**src/rtl/core/mbps_pkg.sv**
```systemverilog
// ----------------------------------------------------------------------------
// mbps_pkg
// Shared constants and register index codes of the masked byte pattern scanner.
// ----------------------------------------------------------------------------
`default_nettype none

package mbps_pkg;

   localparam int MAX_PATTERN_BYTES_DEF = 32;
   localparam int OFFSET_BITS_DEF       = 32;

   localparam int CSR_INDEX_W  = 3;
   localparam int CSR_DATA_W   = 64;
   localparam int MATCH_OFFSET_W = 32;
   localparam int PATTERN_WORDS = 4;
   localparam int CARE_MASK_W  = 32;
   localparam int PATTERN_LENGTH_W = 6;

   typedef enum logic [CSR_INDEX_W-1:0] {
      CSR_PATTERN_WORD_0 = 3'd0,
      CSR_PATTERN_WORD_1 = 3'd1,
      CSR_PATTERN_WORD_2 = 3'd2,
      CSR_PATTERN_WORD_3 = 3'd3,
      CSR_CARE_MASK      = 3'd4,
      CSR_PATTERN_LENGTH = 3'd5
   } csr_index_type;

endpackage

`default_nettype wire

```
**src/rtl/core/mbps_csr.sv**
```systemverilog
// ----------------------------------------------------------------------------
// mbps_csr
// Configuration registers, length clamp and a registered copy of the pattern
// and care mask aligned to window positions (position 0 is the newest byte).
// ----------------------------------------------------------------------------
`default_nettype none

module mbps_csr #(
   parameter int MAX_PATTERN_BYTES = 32,
   parameter int LEN_W             = 6,
   parameter int PIDX_W            = 5
) (
   input  wire logic                               clock,
   input  wire logic                               reset,
   input  wire logic                               csr_valid,
   output logic                                    csr_ready,
   input  wire logic [mbps_pkg::CSR_INDEX_W-1:0]   csr_index,
   input  wire logic [mbps_pkg::CSR_DATA_W-1:0]    csr_data,
   output logic [MAX_PATTERN_BYTES*8-1:0]          aligned_pattern,
   output logic [MAX_PATTERN_BYTES-1:0]            aligned_care,
   output logic [LEN_W-1:0]                        used_length
);
   import mbps_pkg::*;

   logic [CSR_DATA_W-1:0]       pattern_word_ff [PATTERN_WORDS];
   logic [CARE_MASK_W-1:0]      care_mask_ff;
   logic [PATTERN_LENGTH_W-1:0] pattern_length_ff;

   logic [7:0]                   pattern_bytes [MAX_PATTERN_BYTES];
   logic [LEN_W-1:0]             length_in;
   logic [MAX_PATTERN_BYTES*8-1:0] pattern_in;
   logic [MAX_PATTERN_BYTES-1:0] care_in;

   logic [MAX_PATTERN_BYTES*8-1:0] pattern_ff;
   logic [MAX_PATTERN_BYTES-1:0] care_ff;
   logic [LEN_W-1:0]             length_ff;

   assign csr_ready = 1'b1;

   always_ff @(posedge clock) begin
      if (reset) begin
         for (int w = 0; w < PATTERN_WORDS; w++) begin
            pattern_word_ff[w] <= '0;
         end
         care_mask_ff      <= '0;
         pattern_length_ff <= PATTERN_LENGTH_W'(1);
      end else if (csr_valid) begin
         unique case (csr_index)
            CSR_PATTERN_WORD_0: pattern_word_ff[0] <= csr_data;
            CSR_PATTERN_WORD_1: pattern_word_ff[1] <= csr_data;
            CSR_PATTERN_WORD_2: pattern_word_ff[2] <= csr_data;
            CSR_PATTERN_WORD_3: pattern_word_ff[3] <= csr_data;
            CSR_CARE_MASK:      care_mask_ff      <= csr_data[CARE_MASK_W-1:0];
            CSR_PATTERN_LENGTH: pattern_length_ff <= csr_data[PATTERN_LENGTH_W-1:0];
            default: ;
         endcase
      end
   end

   for (genvar i = 0; i < MAX_PATTERN_BYTES; i++) begin : g_bytes
      assign pattern_bytes[i] = pattern_word_ff[i / 8][(i % 8) * 8 +: 8];
   end

   always_comb begin
      if (pattern_length_ff == '0) begin
         length_in = LEN_W'(1);
      end else if (pattern_length_ff > PATTERN_LENGTH_W'(MAX_PATTERN_BYTES)) begin
         length_in = LEN_W'(MAX_PATTERN_BYTES);
      end else begin
         length_in = pattern_length_ff[LEN_W-1:0];
      end
   end

   // window position j holds pattern byte length-1-j
   always_comb begin
      logic [LEN_W-1:0] pidx;
      pattern_in = '0;
      care_in    = '0;
      pidx       = '0;
      for (int j = 0; j < MAX_PATTERN_BYTES; j++) begin
         pidx = length_in - LEN_W'(1) - LEN_W'(j);
         if (LEN_W'(j) < length_in) begin
            pattern_in[j*8 +: 8] = pattern_bytes[pidx[PIDX_W-1:0]];
            care_in[j]           = care_mask_ff[pidx[PIDX_W-1:0]];
         end
      end
   end

   always_ff @(posedge clock) begin
      if (reset) begin
         pattern_ff <= '0;
         care_ff    <= '0;
         length_ff  <= LEN_W'(1);
      end else begin
         pattern_ff <= pattern_in;
         care_ff    <= care_in;
         length_ff  <= length_in;
      end
   end

   assign aligned_pattern = pattern_ff;
   assign aligned_care    = care_ff;
   assign used_length     = length_ff;

endmodule

`default_nettype wire

```
**src/rtl/core/mbps_scan.sv**
```systemverilog
// ----------------------------------------------------------------------------
// mbps_scan
// Shift window, region byte counter and the parallel masked compare.
// ----------------------------------------------------------------------------
`default_nettype none

module mbps_scan #(
   parameter int MAX_PATTERN_BYTES = 32,
   parameter int OFFSET_BITS       = 32,
   parameter int LEN_W             = 6
) (
   input  wire logic                                 clock,
   input  wire logic                                 reset,
   input  wire logic                                 step,
   input  wire logic [7:0]                           data_byte,
   input  wire logic                                 end_of_region,
   input  wire logic [MAX_PATTERN_BYTES*8-1:0]       aligned_pattern,
   input  wire logic [MAX_PATTERN_BYTES-1:0]         aligned_care,
   input  wire logic [LEN_W-1:0]                     used_length,
   output logic                                      hit,
   output logic                                      found,
   output logic [mbps_pkg::MATCH_OFFSET_W-1:0]       match_offset
);
   import mbps_pkg::*;

   logic [7:0]             window_ff [MAX_PATTERN_BYTES];
   logic [7:0]             window_in [MAX_PATTERN_BYTES];
   logic [OFFSET_BITS-1:0] count_ff;
   logic [OFFSET_BITS-1:0] count_in;
   logic                   reported_ff;

   logic                   bytes_equal;
   logic                   match;
   logic [OFFSET_BITS-1:0] diff;
   logic [63:0]            diff_wide;

   always_comb begin
      window_in[0] = data_byte;
      for (int k = 1; k < MAX_PATTERN_BYTES; k++) begin
         window_in[k] = window_ff[k-1];
      end
   end

   assign count_in = (&count_ff) ? count_ff : count_ff + OFFSET_BITS'(1);

   always_comb begin
      bytes_equal = 1'b1;
      for (int j = 0; j < MAX_PATTERN_BYTES; j++) begin
         if (aligned_care[j] && (window_in[j] != aligned_pattern[j*8 +: 8])) begin
            bytes_equal = 1'b0;
         end
      end
   end

   assign match     = bytes_equal && (count_in >= OFFSET_BITS'(used_length));
   assign diff      = count_in - OFFSET_BITS'(used_length);
   assign diff_wide = 64'(diff);

   assign hit          = !reported_ff && (match || end_of_region);
   assign found        = match;
   assign match_offset = match ? diff_wide[MATCH_OFFSET_W-1:0] : '0;

   always_ff @(posedge clock) begin
      if (step && !reported_ff) begin
         for (int k = 0; k < MAX_PATTERN_BYTES; k++) begin
            window_ff[k] <= window_in[k];
         end
      end
   end

   always_ff @(posedge clock) begin
      if (reset) begin
         count_ff    <= '0;
         reported_ff <= 1'b0;
      end else if (step) begin
         if (end_of_region) begin
            count_ff    <= '0;
            reported_ff <= 1'b0;
         end else if (!reported_ff) begin
            count_ff <= count_in;
            if (match) begin
               reported_ff <= 1'b1;
            end
         end
      end
   end

endmodule

`default_nettype wire

```
**src/rtl/core/masked_byte_pattern_scanner.sv**
```systemverilog
// ----------------------------------------------------------------------------
// masked_byte_pattern_scanner
// Scans a byte stream for a wildcard byte signature and reports the start
// offset of the first match in each region, or not found at region end.
//
//   channel | ports                                   | dir
//   --------+-----------------------------------------+-----
//   req     | req_valid/ready, data_byte, end_of_reg. | in
//   rsp     | rsp_valid/ready, found, match_offset    | out
//   csr     | csr_valid/ready, csr_index, csr_data    | in
//
// One byte per cycle while results are taken and no register beat is offered;
// a beat waits in the input register, and its result is registered as it leaves.
// The window compare reads the registered copy of the aligned pattern and care.
// Synchronous reset clears control state and loads register defaults.
// A held result stalls the input stage only when a new byte reaches compare;
// a register beat holds off the byte channel while it is offered.
// ----------------------------------------------------------------------------
`default_nettype none

module masked_byte_pattern_scanner #(
   parameter int MAX_PATTERN_BYTES = mbps_pkg::MAX_PATTERN_BYTES_DEF,
   parameter int OFFSET_BITS       = mbps_pkg::OFFSET_BITS_DEF
) (
   input  wire logic                               clock,
   input  wire logic                               reset,
   input  wire logic                               req_valid,
   output logic                                    req_ready,
   input  wire logic [7:0]                         req_data_byte,
   input  wire logic                               req_end_of_region,
   output logic                                    rsp_valid,
   input  wire logic                               rsp_ready,
   output logic                                    rsp_found,
   output logic [mbps_pkg::MATCH_OFFSET_W-1:0]     rsp_match_offset,
   input  wire logic                               csr_valid,
   output logic                                    csr_ready,
   input  wire logic [mbps_pkg::CSR_INDEX_W-1:0]   csr_index,
   input  wire logic [mbps_pkg::CSR_DATA_W-1:0]    csr_data
);
   import mbps_pkg::*;

   localparam int LEN_W  = $clog2(MAX_PATTERN_BYTES + 1);
   localparam int PIDX_W = (MAX_PATTERN_BYTES > 1) ? $clog2(MAX_PATTERN_BYTES) : 1;

   logic [MAX_PATTERN_BYTES*8-1:0] aligned_pattern;
   logic [MAX_PATTERN_BYTES-1:0]   aligned_care;
   logic [LEN_W-1:0]               used_length;

   logic                        in_valid_ff;
   logic                        in_valid_in;
   logic [7:0]                  in_byte_ff;
   logic                        in_end_ff;

   logic                        rsp_valid_ff;
   logic                        rsp_valid_in;
   logic                        rsp_found_ff;
   logic [MATCH_OFFSET_W-1:0]   rsp_offset_ff;

   logic                        req_fire;
   logic                        proc_fire;
   logic                        hit;
   logic                        found;
   logic [MATCH_OFFSET_W-1:0]   match_offset;

   mbps_csr #(
      .MAX_PATTERN_BYTES (MAX_PATTERN_BYTES),
      .LEN_W             (LEN_W),
      .PIDX_W            (PIDX_W)
   ) u_csr (
      .clock           (clock),
      .reset           (reset),
      .csr_valid       (csr_valid),
      .csr_ready       (csr_ready),
      .csr_index       (csr_index),
      .csr_data        (csr_data),
      .aligned_pattern (aligned_pattern),
      .aligned_care    (aligned_care),
      .used_length     (used_length)
   );

   mbps_scan #(
      .MAX_PATTERN_BYTES (MAX_PATTERN_BYTES),
      .OFFSET_BITS       (OFFSET_BITS),
      .LEN_W             (LEN_W)
   ) u_scan (
      .clock           (clock),
      .reset           (reset),
      .step            (proc_fire),
      .data_byte       (in_byte_ff),
      .end_of_region   (in_end_ff),
      .aligned_pattern (aligned_pattern),
      .aligned_care    (aligned_care),
      .used_length     (used_length),
      .hit             (hit),
      .found           (found),
      .match_offset    (match_offset)
   );

   assign proc_fire = in_valid_ff && (!rsp_valid_ff || rsp_ready);
   assign req_ready = (!in_valid_ff || proc_fire) && !csr_valid;
   assign req_fire  = req_valid && req_ready;

   always_comb begin
      if (req_fire) begin
         in_valid_in = 1'b1;
      end else if (proc_fire) begin
         in_valid_in = 1'b0;
      end else begin
         in_valid_in = in_valid_ff;
      end
   end

   always_comb begin
      if (proc_fire) begin
         rsp_valid_in = hit;
      end else if (rsp_ready) begin
         rsp_valid_in = 1'b0;
      end else begin
         rsp_valid_in = rsp_valid_ff;
      end
   end

   always_ff @(posedge clock) begin
      if (reset) begin
         in_valid_ff  <= 1'b0;
         rsp_valid_ff <= 1'b0;
      end else begin
         in_valid_ff  <= in_valid_in;
         rsp_valid_ff <= rsp_valid_in;
      end
   end

   always_ff @(posedge clock) begin
      if (req_fire) begin
         in_byte_ff <= req_data_byte;
         in_end_ff  <= req_end_of_region;
      end
      if (proc_fire && hit) begin
         rsp_found_ff  <= found;
         rsp_offset_ff <= match_offset;
      end
   end

   assign rsp_valid        = rsp_valid_ff;
   assign rsp_found        = rsp_found_ff;
   assign rsp_match_offset = rsp_offset_ff;

endmodule

`default_nettype wire

```
**config.mk**
```make
export PLATFORM = sky130hd
export DESIGN_NAME = masked_byte_pattern_scanner
export DESIGN_NICKNAME = d
export VERILOG_FILES = /design/src/rtl/core/mbps_pkg.sv /design/src/rtl/core/mbps_csr.sv /design/src/rtl/core/mbps_scan.sv /design/src/rtl/core/masked_byte_pattern_scanner.sv
export SDC_FILE = /design/constraint.sdc
export NUM_CORES = 2
export LEC_CHECK = 0
export ABC_CLOCK_PERIOD_IN_PS = 24700
export BUFFER_PORTS_ARGS = -buffer_cell sky130_fd_sc_hd__buf_2
export CAP_MARGIN = 10
export CORE_MARGIN = 2
export CORE_UTILIZATION = 63
export DETAILED_ROUTE_END_ITERATION = 8
export GPL_ROUTABILITY_DRIVEN = 0
export GPL_TIMING_DRIVEN = 0
export PLACE_DENSITY = 0.8
export SLEW_MARGIN = 5
export SYNTH_ARGS = -nofsm -noshare
export SYNTH_HDL_FRONTEND = slang
export SYNTH_SLANG_ARGS = --single-unit
```
**constraint.sdc**
```tcl
create_clock -name clock -period 24.7 [get_ports clock]
set_clock_uncertainty 0.05 [all_clocks]
set_input_delay 4.94 -clock clock [delete_from_list [all_inputs] [get_ports clock]]
set_output_delay 4.94 -clock clock [all_outputs]
set_load 0.01 [all_outputs]
```
# After elaboration in Yosys (flattened, before gate mapping)
# Memories as Yosys holds them, arrays and structs flattened.
# Index checks and enable logic that the tools add are counted.
# op_classes
reduce_logical	86
order_cmp	98
n_eq_ne	38
mux	228
bitwise_logic	68
n_addsub	34
# op_table
cell	count
$bmux W8 S5	32
$mux W8	64
$mux W64	4
$ne A8 B8 Y1	32
$ge A6 B6 Y1 const B	32
$lt A5 B6 Y1 const B	32
$not A5 Y6	32
$bmux W1 S5	32
$lt A5 B6 Y1 const A	16
$mux W32	3
$mux W1	91
$sub A5 B5 Y5 const B	16
$reduce_or A2 Y1	32
$lt A4 B6 Y1 const A	8
$sub A5 B4 Y5 const B	8
$logic_and A1 B1 Y1	39
$add A32 B1 Y32 const B	1
$ge A32 B6 Y1	1
$not A1 Y1	32
$reduce_and A32 Y1	1
$sub A32 B6 Y32	1
$lt A3 B6 Y1 const A	4
$sub A5 B3 Y5 const B	4
$lt A1 B6 Y1 const A	2
other kinds (16)	33
# word_totals
ramBits	512
output_inout_bits	36
wordCells	629
memories	2
in_bits	81
register_bits	409
# mem_list
memory	words	word_bits	rd	rd_ports_with_merged_regs	wr	line_no	source
u_csr.pattern_word_ff	4	64	4	0	4	mbps_csr.sv:25	logic [CSR_DATA_W-1:0] pattern_word_ff [PATTERN_WORDS];
u_scan.window_ff	32	8	31	0	32	mbps_scan.sv:26	logic [7:0] window_ff [MAX_PATTERN_BYTES];

# Logic depth before layout (Yosys ltp)
# depth
ltp_word	38
depth_mapped	21
mapped_depth_nobuf	16

# By module
# A second synthesis with hierarchy kept.
# unflattened
cells_unflattened	5401
area_unflattened_um2	52301.4
# modules_own_cells
module	instances	area_each_um2	cells_each
mbps_csr	1	37252.0	4257
mbps_scan	1	13680.6	1089
masked_byte_pattern_scanner	1	1368.8	55

# Worst setup path after synthesis
# Ideal clock, no wire load.
# synth_timing
kind	in2reg
start	input port rsp_ready
end	register rsp_found_ff, in the netlist rsp_found (enable)
setup_slack_ps	5731
setup_ps	474
required_time_ps	24176
stages	4
arrival_time_ps	18445
path_buffers	0
path_cell_list	nand2b_1 -> nand2_1 -> nor2_1 -> a21boi_0
# synth_via
elab_chain_len	3
# synth_rtl
item	line_no	source
start: declaration	masked_byte_pattern_scanner.sv:32	input wire logic rsp_ready,
$logic_or A1 B1 Y1	masked_byte_pattern_scanner.sv:99	assign proc_fire = in_valid_ff && (!rsp_valid_ff || rsp_ready);
$logic_and A1 B1 Y1	masked_byte_pattern_scanner.sv:99	
$logic_and A1 B1 Y1	masked_byte_pattern_scanner.sv:138	if (proc_fire && hit) begin
end signal: assignment	masked_byte_pattern_scanner.sv:139	rsp_found_ff <= found;
end: declaration	masked_byte_pattern_scanner.sv:56	logic rsp_found_ff;
# No other way between the ends.
# A chain may end at the register's enable or synchronous reset.

# Worst setup path after layout
# layout_timing
start	input port csr_valid
end	output port req_ready
# layout_via
elab_chain_len	2
# layout_rtl
item	line_no	source
start: declaration	masked_byte_pattern_scanner.sv:35	input wire logic csr_valid,
$logic_not A1 Y1	masked_byte_pattern_scanner.sv:100	assign req_ready = (!in_valid_ff || proc_fire) && !csr_valid;
$logic_and A1 B1 Y1	masked_byte_pattern_scanner.sv:100	
end: declaration	masked_byte_pattern_scanner.sv:28	output logic req_ready,
# No other way between the ends.

==> results by stage <==
Timing:
- At the pin with the least slew margin, the transition time is 1.562 ns.
- The final worst setup slack is 14.18 ns.
- Setup repair after global routing left no endpoint under its margin.
- The number of slew-limit violations in the final report came to 3.
- The highest clock rate is 0.09506 GHz.
- The remaining max-slew budget at the tightest pin is -7.140%.
- The sum of negative setup slack is 0 ns.
- Of the available clock period, the critical path in the final layout requires 42.59%.
- The count of final hold-check violations was 0.
- Setup violations remaining at the end of the flow were counted as 0.
- The worst path in the final design needs a cycle of 10.52 ns, including I/O delays and setup.
- The worst-case hold slack is 0.4142 ns.

Status:
- The final reports fail on DRC, capacitance limit, slew limit.
- The run finished, with violations left.

Critical path:
- Among cell families on the critical path, the largest total delay comes from buffers and inverters.
- The worst endpoint required time is 19.71 ns.
- The type of the setup path with the least slack is primary input to primary output.
- The kind of end point of the critical path is a primary output.
- The data arrival time of the critical path is 5.53 ns.
- The worst setup path is launched from a primary input.
- Counting cells, the worst reg-to-reg path comes to 20.
- In this run the worst path has a maximum fanout of 5.
- The critical path's slowest cell is sky130_fd_sc_hd__a21oi_1.
- The number of buffers and inverters on the critical path is 2.
- The worst register-to-register path begins at u_csr.pattern_length_ff[1]$_SDFFE_PP0P_.
- The critical path depth in cells is 3.
- The critical path goes through buf_2, a21oi_1, buf_2.
- The highest cell delay on the worst timing path is between 0.2 and 0.25 ns.
- The cell occurring most often along the worst timing path is sky130_fd_sc_hd__buf_2.
- The worst setup path startpoint is csr_valid.

Global route:
- The initial antenna violation count is 6.
- The via count of the first global-routing pass is 34880.
- The total overflow left after global routing is 0.
- The wire length of the first global-routing pass is 256.3 mm.
- Global routing used approximately 47% of the available tracks.
- The largest net degree at the start of global routing is 60.

Pwr:
- The worst ir drop on vdd is about 0.000080 V.
- Summed over all cells, the static leakage comes to between 20 and 25 nW.
- Summing internal, switching and leakage power gives around 3.8 mW.
- The total power divided by cell area is about 71 nW/um^2.

Finish:
- The final design utilization is 71.12%.
- The number of nets at the end of the flow is between 4000 and 5000.
- Relative to the synthesized area, the layout overhead comes to 11.20%.
- The layout has between 5000 and 6000 filler cells.
- The fraction of layout cells with a size suffix above 1 is 8.304%.

Synth:
- Synthesis inferred approximately 910 register bits.
- In the synthesized netlist the async set-or-reset flop fraction comes to 0%.
- The cell area after synthesis is 47770 um^2.
- The sequential fraction of the synthesis area is 49.70%.
- The cell count after synthesis is around 4000.
- During synthesis, Yosys emitted a total of 0 warnings.
- Yosys mapped a number of flops with a built-in enable equal to between 500 and 600.
- The number of unique standard cell types used by synthesis is 76.
- The net count after synthesis is 4078.
- The most used flip-flop cell after synthesis is sky130_fd_sc_hd__edfxtp_1.
- The post-synthesis area per instance is ~12 um^2.

Route:
- The first detailed-routing pass ran for 9 iterations.
- The final routed wire length divided by cell count is 35.60 um.
- The final route contains 37610 vias.
- The residual DRC count is roughly 180.
- In this run the remaining antenna-violating nets after routing total 0.
- After the first detailed-routing iteration, the DRC count stood at roughly 7400.
- The total routed wirelength is 186.8 mm.
- The mean number of vias per cell is 7.169.

Clock tree:
- The count of instances resized after the clock tree is built is 0.
- The number of buffers on the longest clock path is 3.
- For the worst-skew pair, the clock arrives at the later sink with an insertion delay of 0.70 ns.
- The clock-pin slew on the worst setup and hold paths is 0.07 ns.
- The number of clock sinks is 913.
- In this run the post-CTS setup repair buffer count came out at 0.
- The clock root buffer master is sky130_fd_sc_hd__clkbuf_16.
- The number of hold buffers added after CTS is 0.
- The CTS tree is yes.
- The number of buffers created by CTS is 88.
- The depth of the CTS H-tree is 3.

Place:
- The final HPWL from detailed placement is about 150 mm.
- At the placement stage, the worst setup path has a slack of between 10 and 15 ns.
- In this run the tool buffered the top-level ports with 113 buffer cells.

Worst hold path:
- In this run the most critical hold path is launched from u_scan.window_ff[1][38]$_DFFE_PP_.
- The class of the tightest hold or removal check is flop to flop.
- The worst hold path was traced through 0 stages.

Floorplanning:
- The area inside the core boundary is about 75000 um^2.
- Pin placement for this block handled 117 I/O pins.
- From left edge to right edge, the die measures roughly 280 um.
- The die covers 78050 um^2.
- The initial utilization of the core area, before any placement, comes to 63.96%.
- The number of standard-cell rows in the floorplan is 100.
- The die is about 280 um tall.

Run:
- The max-cap violation count is 1.
state kept, by name (all words and copies together) (netlist names), 6 cells and up:
| signal | cells |
|---|---|
| rsp_match_offset | 32 |
| u_csr.aligned_pattern | 256 |
| u_csr.pattern_length_ff | 6 |
| u_scan.count_ff | 32 |
| in_byte_ff | 8 |
| u_scan.window_ff | 248 |
| u_csr.pattern_word_ff | 256 |
| u_csr.used_length | 6 |
| u_csr.aligned_care | 32 |
| u_csr.care_mask_ff | 32 |
metrics by stage:
step                      cells  cell area, um^2
after floorplan            3974            47770
after global placement     5056            49550
after detailed placement   5073            49970
after CTS                  5238            53030
after global routing       5245            53120
final                      5246            53130
power by group:
group / switching (mW) / internal [mW]
combinational: 0.468 / 0.173
clock: 0.608 / 0.807
sequential: 0.0443 / 1.67
total: 1.12 / 2.65
placed cells by master (no fill, tap or decap), drive strengths merged, types with 5 or more instances in the layout:
master    instances
a211oi           10
nor3b            13
a22o            279
or4               9
nor4             16
a31oi            11
edfxtp          546
o31ai             8
xnor2           294
or3               6
o22ai             5
nand2           113
mux2i          1165
clkbuf          241
bufinv           10
o21a              6
nand2b           10
and4             11
clkinv           24
nand3            21
and2            272
nand4            88
a22oi            24
nor2b            15
dfxtp           367
a21oi            94
and3             11
clkinvlp         10
inv              30
buf             243
xor2             23
or2               7
nor2            123
o21ai            64
ha               22
nor3             38
routing by layer:
layer	part of all wire, %	up-vias	global-route usage [%]
met5	0.44	-	7.129
met1	34	18070	56.33
met4	10	24	34.42
met3	16	1010	23.11
met2	39	3196	65.50
li1	-	15310	-
cell families (layout without fill, tap and decap cells):
kind of cell / after synthesis / in the layout / synth area share [%]
flops: 913 / 913 / 49.70
fa+ha+maj: 23 / 23 / 0.6181
simple gates: 760 / 760 / 8.834
other cells: 1 / 3 / 0.007849
mux: 1167 / 1167 / 24.46
buf+inv: 257 / 558 / 2.137
xor+xnor: 317 / 317 / 5.859
compound gates: 536 / 536 / 8.391
cell type report:
| cell class | count | area, um^2 | area share, % |
|---|---|---|---|
| Antenna cell | 2 | 5.005 | 0.009421 |
| Multi-Input combinational cell | 2804 | 23120 | 43.52 |
| Clock inverter | 46 | 623.1 | 1.173 |
| Tap cell | 969 | 1212 | 2.282 |
| Sequential cell | 913 | 23740 | 44.69 |
| Clock buffer | 119 | 2431 | 4.576 |
| Inverter | 28 | 105.1 | 0.1978 |
| Timing Repair Buffer | 136 | 969.7 | 1.825 |
| Buffer | 229 | 915.9 | 1.724 |
cells in the mapped netlist, types with 10 or more instances:
library cell / n / area [um^2]
sky130_fd_sc_hd__nor3b_1: 13 / 97.59
sky130_fd_sc_hd__a31oi_1: 11 / 68.82
sky130_fd_sc_hd__mux2i_1: 1165 / 11660
sky130_fd_sc_hd__buf_1: 73 / 274.0
sky130_fd_sc_hd__ha_1: 22 / 275.3
sky130_fd_sc_hd__a22o_1: 279 / 2444
sky130_fd_sc_hd__nor3_1: 36 / 180.2
sky130_fd_sc_hd__nand3_1: 21 / 105.1
sky130_fd_sc_hd__a211oi_1: 10 / 75.07
sky130_fd_sc_hd__a22oi_1: 24 / 180.2
sky130_fd_sc_hd__buf_2: 33 / 165.2
sky130_fd_sc_hd__clkbuf_1: 119 / 446.7
sky130_fd_sc_hd__nand4_1: 86 / 538.0
sky130_fd_sc_hd__and3_1: 11 / 68.82
sky130_fd_sc_hd__nor2b_1: 15 / 93.84
sky130_fd_sc_hd__nand2_1: 113 / 424.2
sky130_fd_sc_hd__a21oi_1: 93 / 465.5
sky130_fd_sc_hd__xor2_1: 23 / 201.4
sky130_fd_sc_hd__nand2b_1: 10 / 62.56
sky130_fd_sc_hd__edfxtp_1: 546 / 16400
sky130_fd_sc_hd__nor4_1: 13 / 81.33
sky130_fd_sc_hd__dfxtp_1: 367 / 7347
sky130_fd_sc_hd__and2_1: 272 / 1702
sky130_fd_sc_hd__inv_1: 24 / 90.09
sky130_fd_sc_hd__o21ai_0: 62 / 310.3
sky130_fd_sc_hd__xnor2_1: 291 / 2549
sky130_fd_sc_hd__nor2_1: 123 / 461.7
worst paths after layout:
| kind | slack (ns) | end |
|---|---|---|
| max | 14.18 | req_ready |
| min reg2reg | 0.41 | u_scan.window_ff[1][46]$_DFFE_PP_ |
| min | 0.41 | u_scan.window_ff[1][46]$_DFFE_PP_ |
| max reg2reg | 15.64 | u_csr.aligned_pattern[28]$_SDFF_PP0_ |
Note: power is estimated with default switching activity, not from simulation.
